===== src/sv/rmq_pkg.sv =====
// Shared types and constants for the rotation matrix to quaternion pipeline.
// No dependencies; used by rmq_stage and rotation_matrix_to_quaternion.
package rmq_pkg;

    // Q2.14 unit and stage layout
    localparam logic [15:0] ONE_Q14    = 16'h4000;
    localparam int          SQRT_STAGES = 4;
    localparam int          DIV_STAGES  = 4;
    localparam int          STEPS       = 4;
    localparam int          NUM_STAGES  = 1 + SQRT_STAGES + 1 + DIV_STAGES + 1;

    // Stage kinds
    localparam int KIND_PREP = 0;
    localparam int KIND_SQRT = 1;
    localparam int KIND_DSET = 2;
    localparam int KIND_DIV  = 3;
    localparam int KIND_OUT  = 4;

    // Which component comes from the root
    typedef enum logic [1:0] {
        SEL_W = 2'd0,
        SEL_X = 2'd1,
        SEL_Y = 2'd2,
        SEL_Z = 2'd3
    } t_sel;

    // Item state carried down the pipeline
    typedef struct packed {
        t_sel               sel;
        logic               degen;
        logic [2:0][16:0]   num;     // signed numerators
        logic [31:0]        sq_rem;
        logic [31:0]        sq_res;
        logic [15:0]        half;
        logic [16:0]        dv;      // divisor 2q
        logic [2:0]         neg;
        logic [2:0]         ovf;
        logic [2:0][16:0]   rem;
        logic [2:0][15:0]   lo;      // dividend bits out, quotient bits in
        logic [3:0][15:0]   qo;      // x, y, z, w
    } t_pipe;

endpackage


===== src/sv/rmq_stage.sv =====
// One register stage of the quaternion pipeline; KIND picks its work.
// Depends on rmq_pkg.
module rmq_stage #(
    parameter int KIND = 0,
    parameter int STEP = 0
) (
    input  logic                  i_clk,
    input  logic                  i_rst_n,
    input  logic                  i_vld,
    output logic                  o_rdy,
    input  rmq_pkg::t_pipe        i_data,
    input  logic [8:0][15:0]      i_mat,
    output logic                  o_vld,
    input  logic                  i_rdy,
    output rmq_pkg::t_pipe        o_data
);
    import rmq_pkg::*;

    logic                r_vld;
    t_pipe               r_data;
    t_pipe               n_data;
    logic signed [15:0]  m [9];
    logic signed [17:0]  trace;
    logic signed [18:0]  rad;
    logic [31:0]         bitv;
    logic [31:0]         sum;
    logic [17:0]         t;
    logic [16:0]         mag;
    logic [30:0]         dvd;
    logic [15:0]         qv;
    logic [15:0]         c [3];
    logic [16:0]         qinc;
    logic                qb;

    // Advance when empty or when downstream takes the held beat
    assign o_rdy  = !r_vld || i_rdy;
    assign o_vld  = r_vld;
    assign o_data = r_data;

    always_comb begin
        n_data = i_data;
        trace  = '0;
        rad    = '0;
        bitv   = '0;
        sum    = '0;
        t      = '0;
        mag    = '0;
        dvd    = '0;
        qv     = '0;
        qinc   = '0;
        qb     = 1'b0;
        for (int k = 0; k < 9; k++) m[k] = i_mat[k];
        for (int k = 0; k < 3; k++) c[k] = '0;
        case (KIND)
            KIND_PREP: begin
                // Pick branch, form radicand and numerators
                n_data = '0;
                trace  = 18'(m[0]) + 18'(m[4]) + 18'(m[8]);
                if (trace > 0) begin
                    n_data.sel = SEL_W;
                    rad = 19'sd16384 + 19'(trace);
                    n_data.num[0] = 17'(m[5]) - 17'(m[7]);
                    n_data.num[1] = 17'(m[6]) - 17'(m[2]);
                    n_data.num[2] = 17'(m[1]) - 17'(m[3]);
                end else if (m[0] > m[4] && m[0] > m[8]) begin
                    n_data.sel = SEL_X;
                    rad = 19'sd16384 + 19'(m[0]) - 19'(m[4]) - 19'(m[8]);
                    n_data.num[0] = 17'(m[1]) + 17'(m[3]);
                    n_data.num[1] = 17'(m[2]) + 17'(m[6]);
                    n_data.num[2] = 17'(m[5]) - 17'(m[7]);
                end else if (m[4] > m[8]) begin
                    n_data.sel = SEL_Y;
                    rad = 19'sd16384 + 19'(m[4]) - 19'(m[0]) - 19'(m[8]);
                    n_data.num[0] = 17'(m[1]) + 17'(m[3]);
                    n_data.num[1] = 17'(m[5]) + 17'(m[7]);
                    n_data.num[2] = 17'(m[6]) - 17'(m[2]);
                end else begin
                    n_data.sel = SEL_Z;
                    rad = 19'sd16384 + 19'(m[8]) - 19'(m[0]) - 19'(m[4]);
                    n_data.num[0] = 17'(m[2]) + 17'(m[6]);
                    n_data.num[1] = 17'(m[5]) + 17'(m[7]);
                    n_data.num[2] = 17'(m[1]) - 17'(m[3]);
                end
                n_data.degen  = rad[18] || (rad == '0);
                n_data.sq_rem = n_data.degen ? '0 : {1'b0, rad[16:0], 14'b0};
            end
            KIND_SQRT: begin
                // Four bit-pair steps of the integer square root
                for (int j = 0; j < STEPS; j++) begin
                    bitv = 32'd1 << (2 * (15 - STEPS * STEP - j));
                    sum  = n_data.sq_res + bitv;
                    if (n_data.sq_rem >= sum) begin
                        n_data.sq_rem = n_data.sq_rem - sum;
                        n_data.sq_res = (n_data.sq_res >> 1) + bitv;
                    end else begin
                        n_data.sq_res = n_data.sq_res >> 1;
                    end
                end
            end
            KIND_DSET: begin
                // Divisor 2q, half root, rounded dividends and overflow check
                qinc        = {1'b0, i_data.sq_res[15:0]} + 17'd1;
                n_data.half = qinc[16:1];
                n_data.dv   = {i_data.sq_res[15:0], 1'b0};
                for (int k = 0; k < 3; k++) begin
                    n_data.neg[k] = i_data.num[k][16];
                    mag = i_data.num[k][16] ? 17'(-i_data.num[k]) : i_data.num[k];
                    dvd = {mag, 14'b0} + {15'b0, i_data.sq_res[15:0]};
                    n_data.ovf[k] = {2'b0, dvd[30:16]} >= n_data.dv;
                    n_data.rem[k] = {2'b0, dvd[30:16]};
                    n_data.lo[k]  = dvd[15:0];
                end
            end
            KIND_DIV: begin
                // Four restoring quotient bits per divider
                for (int k = 0; k < 3; k++) begin
                    for (int j = 0; j < STEPS; j++) begin
                        t  = {n_data.rem[k], n_data.lo[k][15]};
                        qb = t >= {1'b0, n_data.dv};
                        n_data.rem[k] = qb ? 17'(t - {1'b0, n_data.dv}) : t[16:0];
                        n_data.lo[k]  = {n_data.lo[k][14:0], qb};
                    end
                end
            end
            KIND_OUT: begin
                // Sign, saturate and place the components
                for (int k = 0; k < 3; k++) begin
                    qv = i_data.lo[k];
                    if (i_data.neg[k]) begin
                        c[k] = (i_data.ovf[k] || qv > 16'd32768) ? 16'h8000 : 16'(-qv);
                    end else begin
                        c[k] = (i_data.ovf[k] || qv > 16'd32767) ? 16'h7fff : qv;
                    end
                end
                if (i_data.degen) begin
                    n_data.qo = {ONE_Q14, 16'h0, 16'h0, 16'h0};
                end else begin
                    case (i_data.sel)
                        SEL_W:   n_data.qo = {i_data.half, c[2], c[1], c[0]};
                        SEL_X:   n_data.qo = {c[2], c[1], c[0], i_data.half};
                        SEL_Y:   n_data.qo = {c[2], c[1], i_data.half, c[0]};
                        SEL_Z:   n_data.qo = {c[2], i_data.half, c[1], c[0]};
                        default: n_data.qo = {ONE_Q14, 16'h0, 16'h0, 16'h0};
                    endcase
                end
            end
            default: n_data = i_data;
        endcase
    end

    // Stage register
    always_ff @(posedge i_clk) begin
        if (!i_rst_n) begin
            r_vld <= 1'b0;
        end else if (o_rdy) begin
            r_vld <= i_vld;
        end
    end

    always_ff @(posedge i_clk) begin
        if (o_rdy) begin
            r_data <= n_data;
        end
    end

endmodule


===== src/sv/rotation_matrix_to_quaternion.sv =====
// Streaming rotation matrix to quaternion converter, top level.
// Depends on rmq_pkg and rmq_stage.
//
// Takes one 3x3 matrix (Q2.14) per beat and returns one quaternion per beat.
// The root goes to w when the trace is positive, otherwise to the component
// of the largest diagonal element. The pipeline has eleven register stages:
// branch select, four square root stages, divider setup, four stages of three
// parallel restoring dividers, and output formatting. A new matrix is taken
// every cycle while o_s_axis_tready is high. Each stage holds its beat on its
// own when stalled, so bubbles close up behind a stalled output. A radicand of
// zero or less sets tuser (degenerate) and returns the identity quaternion.
module rotation_matrix_to_quaternion (
    input  logic        i_clk,
    input  logic        i_rst_n,
    input  logic        i_s_axis_tvalid,
    output logic        o_s_axis_tready,
    // m11, m12, m13, m21, m22, m23, m31, m32, m33 from bit 0 up, 16 bits each
    input  logic [143:0] i_s_axis_tdata,
    output logic        o_m_axis_tvalid,
    input  logic        i_m_axis_tready,
    // qx, qy, qz, qw from bit 0 up, 16 bits each
    output logic [63:0] o_m_axis_tdata,
    // degenerate
    output logic        o_m_axis_tuser
);
    import rmq_pkg::*;

    logic               w_vld [NUM_STAGES+1];
    logic               w_rdy [NUM_STAGES+1];
    t_pipe              w_data [NUM_STAGES+1];
    logic [8:0][15:0]   w_mat;

    assign w_mat           = i_s_axis_tdata;
    assign w_vld[0]        = i_s_axis_tvalid;
    assign w_data[0]       = '0;
    assign o_s_axis_tready = w_rdy[0];

    // Chain of stages
    for (genvar s = 0; s < NUM_STAGES; s++) begin : g_stage
        localparam int KIND = (s == 0) ? KIND_PREP :
                              (s <= SQRT_STAGES) ? KIND_SQRT :
                              (s == SQRT_STAGES + 1) ? KIND_DSET :
                              (s <= SQRT_STAGES + 1 + DIV_STAGES) ? KIND_DIV : KIND_OUT;
        localparam int STEP = (KIND == KIND_SQRT) ? s - 1 : 0;
        rmq_stage #(
            .KIND (KIND),
            .STEP (STEP)
        ) u_stage (
            .i_clk   (i_clk),
            .i_rst_n (i_rst_n),
            .i_vld   (w_vld[s]),
            .o_rdy   (w_rdy[s]),
            .i_data  (w_data[s]),
            .i_mat   (w_mat),
            .o_vld   (w_vld[s+1]),
            .i_rdy   (w_rdy[s+1]),
            .o_data  (w_data[s+1])
        );
    end

    assign w_rdy[NUM_STAGES] = i_m_axis_tready;
    assign o_m_axis_tvalid   = w_vld[NUM_STAGES];
    assign o_m_axis_tdata    = w_data[NUM_STAGES].qo;
    assign o_m_axis_tuser    = w_data[NUM_STAGES].degen;

    // Degenerate beats carry the identity quaternion
    a_degen_identity: assert property (@(posedge i_clk) disable iff (!i_rst_n)
        o_m_axis_tvalid && o_m_axis_tuser |-> o_m_axis_tdata == {ONE_Q14, 48'h0})
        else $error("degenerate beat without identity quaternion");

    // Positive trace never leads to a zero radicand
    a_trace_nondegen: assert property (@(posedge i_clk) disable iff (!i_rst_n)
        w_vld[1] && w_data[1].sel == SEL_W |-> !w_data[1].degen)
        else $error("trace branch marked degenerate");

    // A degenerate item leaves the root at zero
    a_degen_root: assert property (@(posedge i_clk) disable iff (!i_rst_n)
        w_vld[SQRT_STAGES+1] && w_data[SQRT_STAGES+1].degen
            |-> w_data[SQRT_STAGES+1].sq_res == '0)
        else $error("degenerate item produced a nonzero root");

endmodule


===== config.mk =====
export PLATFORM = sky130hd
export DESIGN_NAME = rotation_matrix_to_quaternion
export DESIGN_NICKNAME = d
export VERILOG_FILES = /design/src/sv/rmq_pkg.sv /design/src/sv/rmq_stage.sv /design/src/sv/rotation_matrix_to_quaternion.sv
export SDC_FILE = /design/constraint.sdc
export NUM_CORES = 2
export LEC_CHECK = 0
export BUFFER_PORTS_ARGS = -buffer_cell sky130_fd_sc_hd__buf_2
export CELL_PAD_IN_SITES_DETAIL_PLACEMENT = 1
export CELL_PAD_IN_SITES_GLOBAL_PLACEMENT = 1
export CORE_ASPECT_RATIO = 0.6
export CORE_MARGIN = 10
export CORE_UTILIZATION = 40
export CTS_CLUSTER_DIAMETER = 40
export CTS_CLUSTER_SIZE = 20
export DETAILED_ROUTE_END_ITERATION = 8
export PLACE_DENSITY_LB_ADDON = 0.1
export SLEW_MARGIN = 25
export SYNTH_ARGS = -nofsm -noshare
export SYNTH_HDL_FRONTEND = slang
export SYNTH_SLANG_ARGS = --single-unit

===== constraint.sdc =====
create_clock -name i_clk -period 31.6 [get_ports i_clk]
set_input_delay 6.32 -clock i_clk [delete_from_list [all_inputs] [get_ports i_clk]]
set_output_delay 6.32 -clock i_clk [all_outputs]
set_load 0.01 [all_outputs]

==> out/results.ini <==
[yosys]
syn_inst = 10560
yosysWarningCount = 0
async_reset_ff_frac = 0
syn-num-nets = 12020
ys_types = 119
synth_edf_count = 954
synth_seq_cells = 965
synth_ff_type = edfxtp_1
ys_seq_area_frac = 0.3032
synthesis.area_um2 = 95210
synth_area_per_cell_um2 = 9.017

[cts]
cts-resized-gates = 0
clk-insertion-delay-late_ns = 0.86
cts_sinks = 965
ctsHoldBuffers = 0
cts_max_level = 4
ctsRootBufferMaster = clkbuf_16
numCtsBuffers = 145
postCtsSetupRepairBufs = 0
clockBufferDepth = 4
cts_tree = yes
cts.clk_slew.worst_paths_ns = 0.06

[global_route]
grt_max_degree = 101
grt_pass1_vias = 83510
antenna_found_initial = 36
grt_overflow = 0
grtUsageTotal = 0.2646
grt_pass1_wl_mm = 533.4

[critical_path]
cp.buffers_inverters = 6
r2r_start = g_stage[5].u_stage.o_data[96]$_DFFE_PP_
r2r_slack_ns = 14.84
criticalPathCategory = register to register
crit_family = compound AO/OA/AOI/OAI gates
critPathArrivalTime_ns = 17.30
reg2reg_depth = 63
crit_path_max_fanout = 29
start_kind = register
cp-end-kind = register
cpPeakStageDelay_ns = 0.87
cp_data_required_time_ns = 32.14
cpMostUsedCell = o21ai_0
cp_slowest_cell = a2111oi_0
worst_r2r_endpoint = g_stage[6].u_stage.o_data[145]$_DFFE_PP_

[min_path]
min-delay-path-class = register to register
hold_start = g_stage[6].u_stage.o_data[99]$_DFFE_PP_
hold_path_end = g_stage[7].u_stage.o_data[103]$_DFFE_PP_
hold_path_depth = 0

[detailed_routing]
drt_pass1_iterations = 6
vias_per_cell = 5.946
ant_nets = 0
num_vias = 83750
route.detailed.drc = 0
wl_mm = 357.0
routedWlPerCell_um = 25.35
drt_iter0_drc = 7536

[timing]
drv_slew = 0
rsz0062_at_grt = false
hold_viol = 0
maxSlewHeadroom = 0.2189
period_share = 0.5303
tightest_slew_ns = 1.159
setup_viol = 0
period_minus_slack_ns = 16.76
clock.fmax_mhz = 59.68
setup_tns_ns = 0
finalClockSkew_ns = 0.1161

[floorplanning]
die_y_um = 397.9
die_width_um = 649.8
row_count = 138
boundaryPins = 215
die-area_um2 = 258600
start_util = 0.4031
coreArea_um2 = 236200

[placement]
hpwl_mm = 291.5
portBuffers = 214
place.gp.congestion = 0.9866

[job]
max_cap_viol_count = 0

[layout]
final_nets = 12280
syn2layout_area_growth_pct = 10.86
fill_cells = 27150
drive_above_1_share = 0.09752

[outcome]
outcome = complete, no violations

-- metrics by stage --
step | util | std cells | area (um2) | setup slack [ns] | hold WS (ns)
after CTS | 0.4466 | 14080 | 105500 | 15.28 | 0.3858
final | 0.4468 | 14090 | 105500 | 14.84 | 0.3714
after detailed placement | 0.4256 | 13830 | 100500 | 15.43 | 0.4056
after global placement | 0.4256 | 13830 | 100500 | 15.41 | 0.4015
after floorplan | - | 10560 | 95210 | 16.30 | 0.4003
after global routing | 0.4468 | 14080 | 105500 | 13.41 | 0.3930
-- cells by family after synthesis --
logic type,after synthesis,share of synthesized area
compound gates,3029,0.2031
xor+xnor,838,0.07717
fa+ha+maj,1312,0.1794
buf+inv,1074,0.04270
flops,965,0.3032
mux,389,0.04530
simple gates,2952,0.1491
-- worst max path at each step --
| stage | slack (ns) | cells past startpoint | from | to |
|---|---|---|---|---|
| 2_1_floorplan | 16.30 | 7 | i_m_axis_tready | o_s_axis_tready |
| 3_3_place_gp | 15.41 | 63 | g_stage[5].u_stage.o_data[96]$_DFFE_PP_ | g_stage[6].u_stage.o_data[145]$_DFFE_PP_ |
| 3_5_place_dp | 15.43 | 63 | g_stage[5].u_stage.o_data[96]$_DFFE_PP_ | g_stage[6].u_stage.o_data[145]$_DFFE_PP_ |
| 4_1_cts | 15.28 | 63 | g_stage[5].u_stage.o_data[96]$_DFFE_PP_ | g_stage[6].u_stage.o_data[145]$_DFFE_PP_ |
| 5_1_grt | 13.41 | 63 | g_stage[5].u_stage.o_data[96]$_DFFE_PP_ | g_stage[6].u_stage.o_data[145]$_DFFE_PP_ |
| 6_report | 14.84 | 63 | g_stage[5].u_stage.o_data[96]$_DFFE_PP_ | g_stage[6].u_stage.o_data[145]$_DFFE_PP_ |
-- layout make-up --
cell class,count,area [um2],area share
inverter,833,3143,0.02978
timing repair buffer,359,2167,0.02053
clock buffer,153,3689,0.03495
multi-input combinational,8520,62450,0.5917
sequential,965,28870,0.2735
tap,3150,3941,0.03734
antenna,5,12.51,0.0001185
clock inverter,101,1271,0.01204
-- worst register-to-register path, delay by kind of cell (launching register included) --
kind            cells  cell delay [ns]
compound gates     40             9.52
buf+inv             6             1.55
fa+ha+maj           5             1.53
flops               1             0.80
simple gates       12             3.12
-- layer usage --
layer  track usage  up-vias  part of all wire
met5             0        -           0.00025
met4       0.03565       12             0.013
met3       0.06594      291             0.093
met2        0.3534     2562              0.37
met1        0.4257    41540              0.52
li1              -    39350                 -
-- Yosys cell counts, types with 34 or more instances --
cell type	n	area, um2
xnor2_1	567	4966
nand3_1	127	635.6
nor2_1	864	3243
fa_1	88	1762
clkbuf_1	199	747.0
a21oi_1	838	4194
o21bai_1	123	923.4
nor2b_1	180	1126
nor4_1	58	362.9
mux2i_1	70	700.7
or3_1	101	631.9
or2_2	45	281.5
a21boi_0	144	1081
nand2_1	807	3029
mux2_2	303	3412
and2_1	35	219.0
and3_1	59	369.1
a22oi_1	53	397.9
nand4_1	168	1051
o21ai_1	34	170.2
nor3_1	209	1046
o21ai_0	709	3548
a31oi_1	53	331.6
ha_1	1224	15310
o31ai_1	107	803.3
a21o_1	273	2049
inv_1	820	3078
nand2b_1	143	894.6
xor2_1	270	2365
o21a_1	140	1051
o211ai_1	50	375.4
a211oi_1	127	953.4
edfxtp_1	954	28650
-- layout by cell type (no fill, tap or decap), drive strengths merged, types with 110 or more instances in the layout --
cell type,netlist,routed
nor2b,180,180
inv,829,870
o21ai,743,743
a21o,273,273
clkbuf,199,153
xor2,270,270
o21bai,123,123
nor3,216,216
nor2,866,866
nand4,170,170
a211oi,129,129
o21a,140,140
buf,42,359
a21oi,840,840
nand3,128,128
xnor2,568,568
nand2b,143,143
mux2,316,316
ha,1224,1224
nand2,808,808
edfxtp,954,954
a21boi,155,155
o31ai,110,110
-- registers in the layout (all words and copies together) (netlist names) --
register and flops:
g_stage.u_stage.o_vld 11, g_stage.u_stage.o_data 954
Power is left out: the tool's default activity adds up to more than one toggle a clock period on the data nets, which glitch-free logic cannot reach.
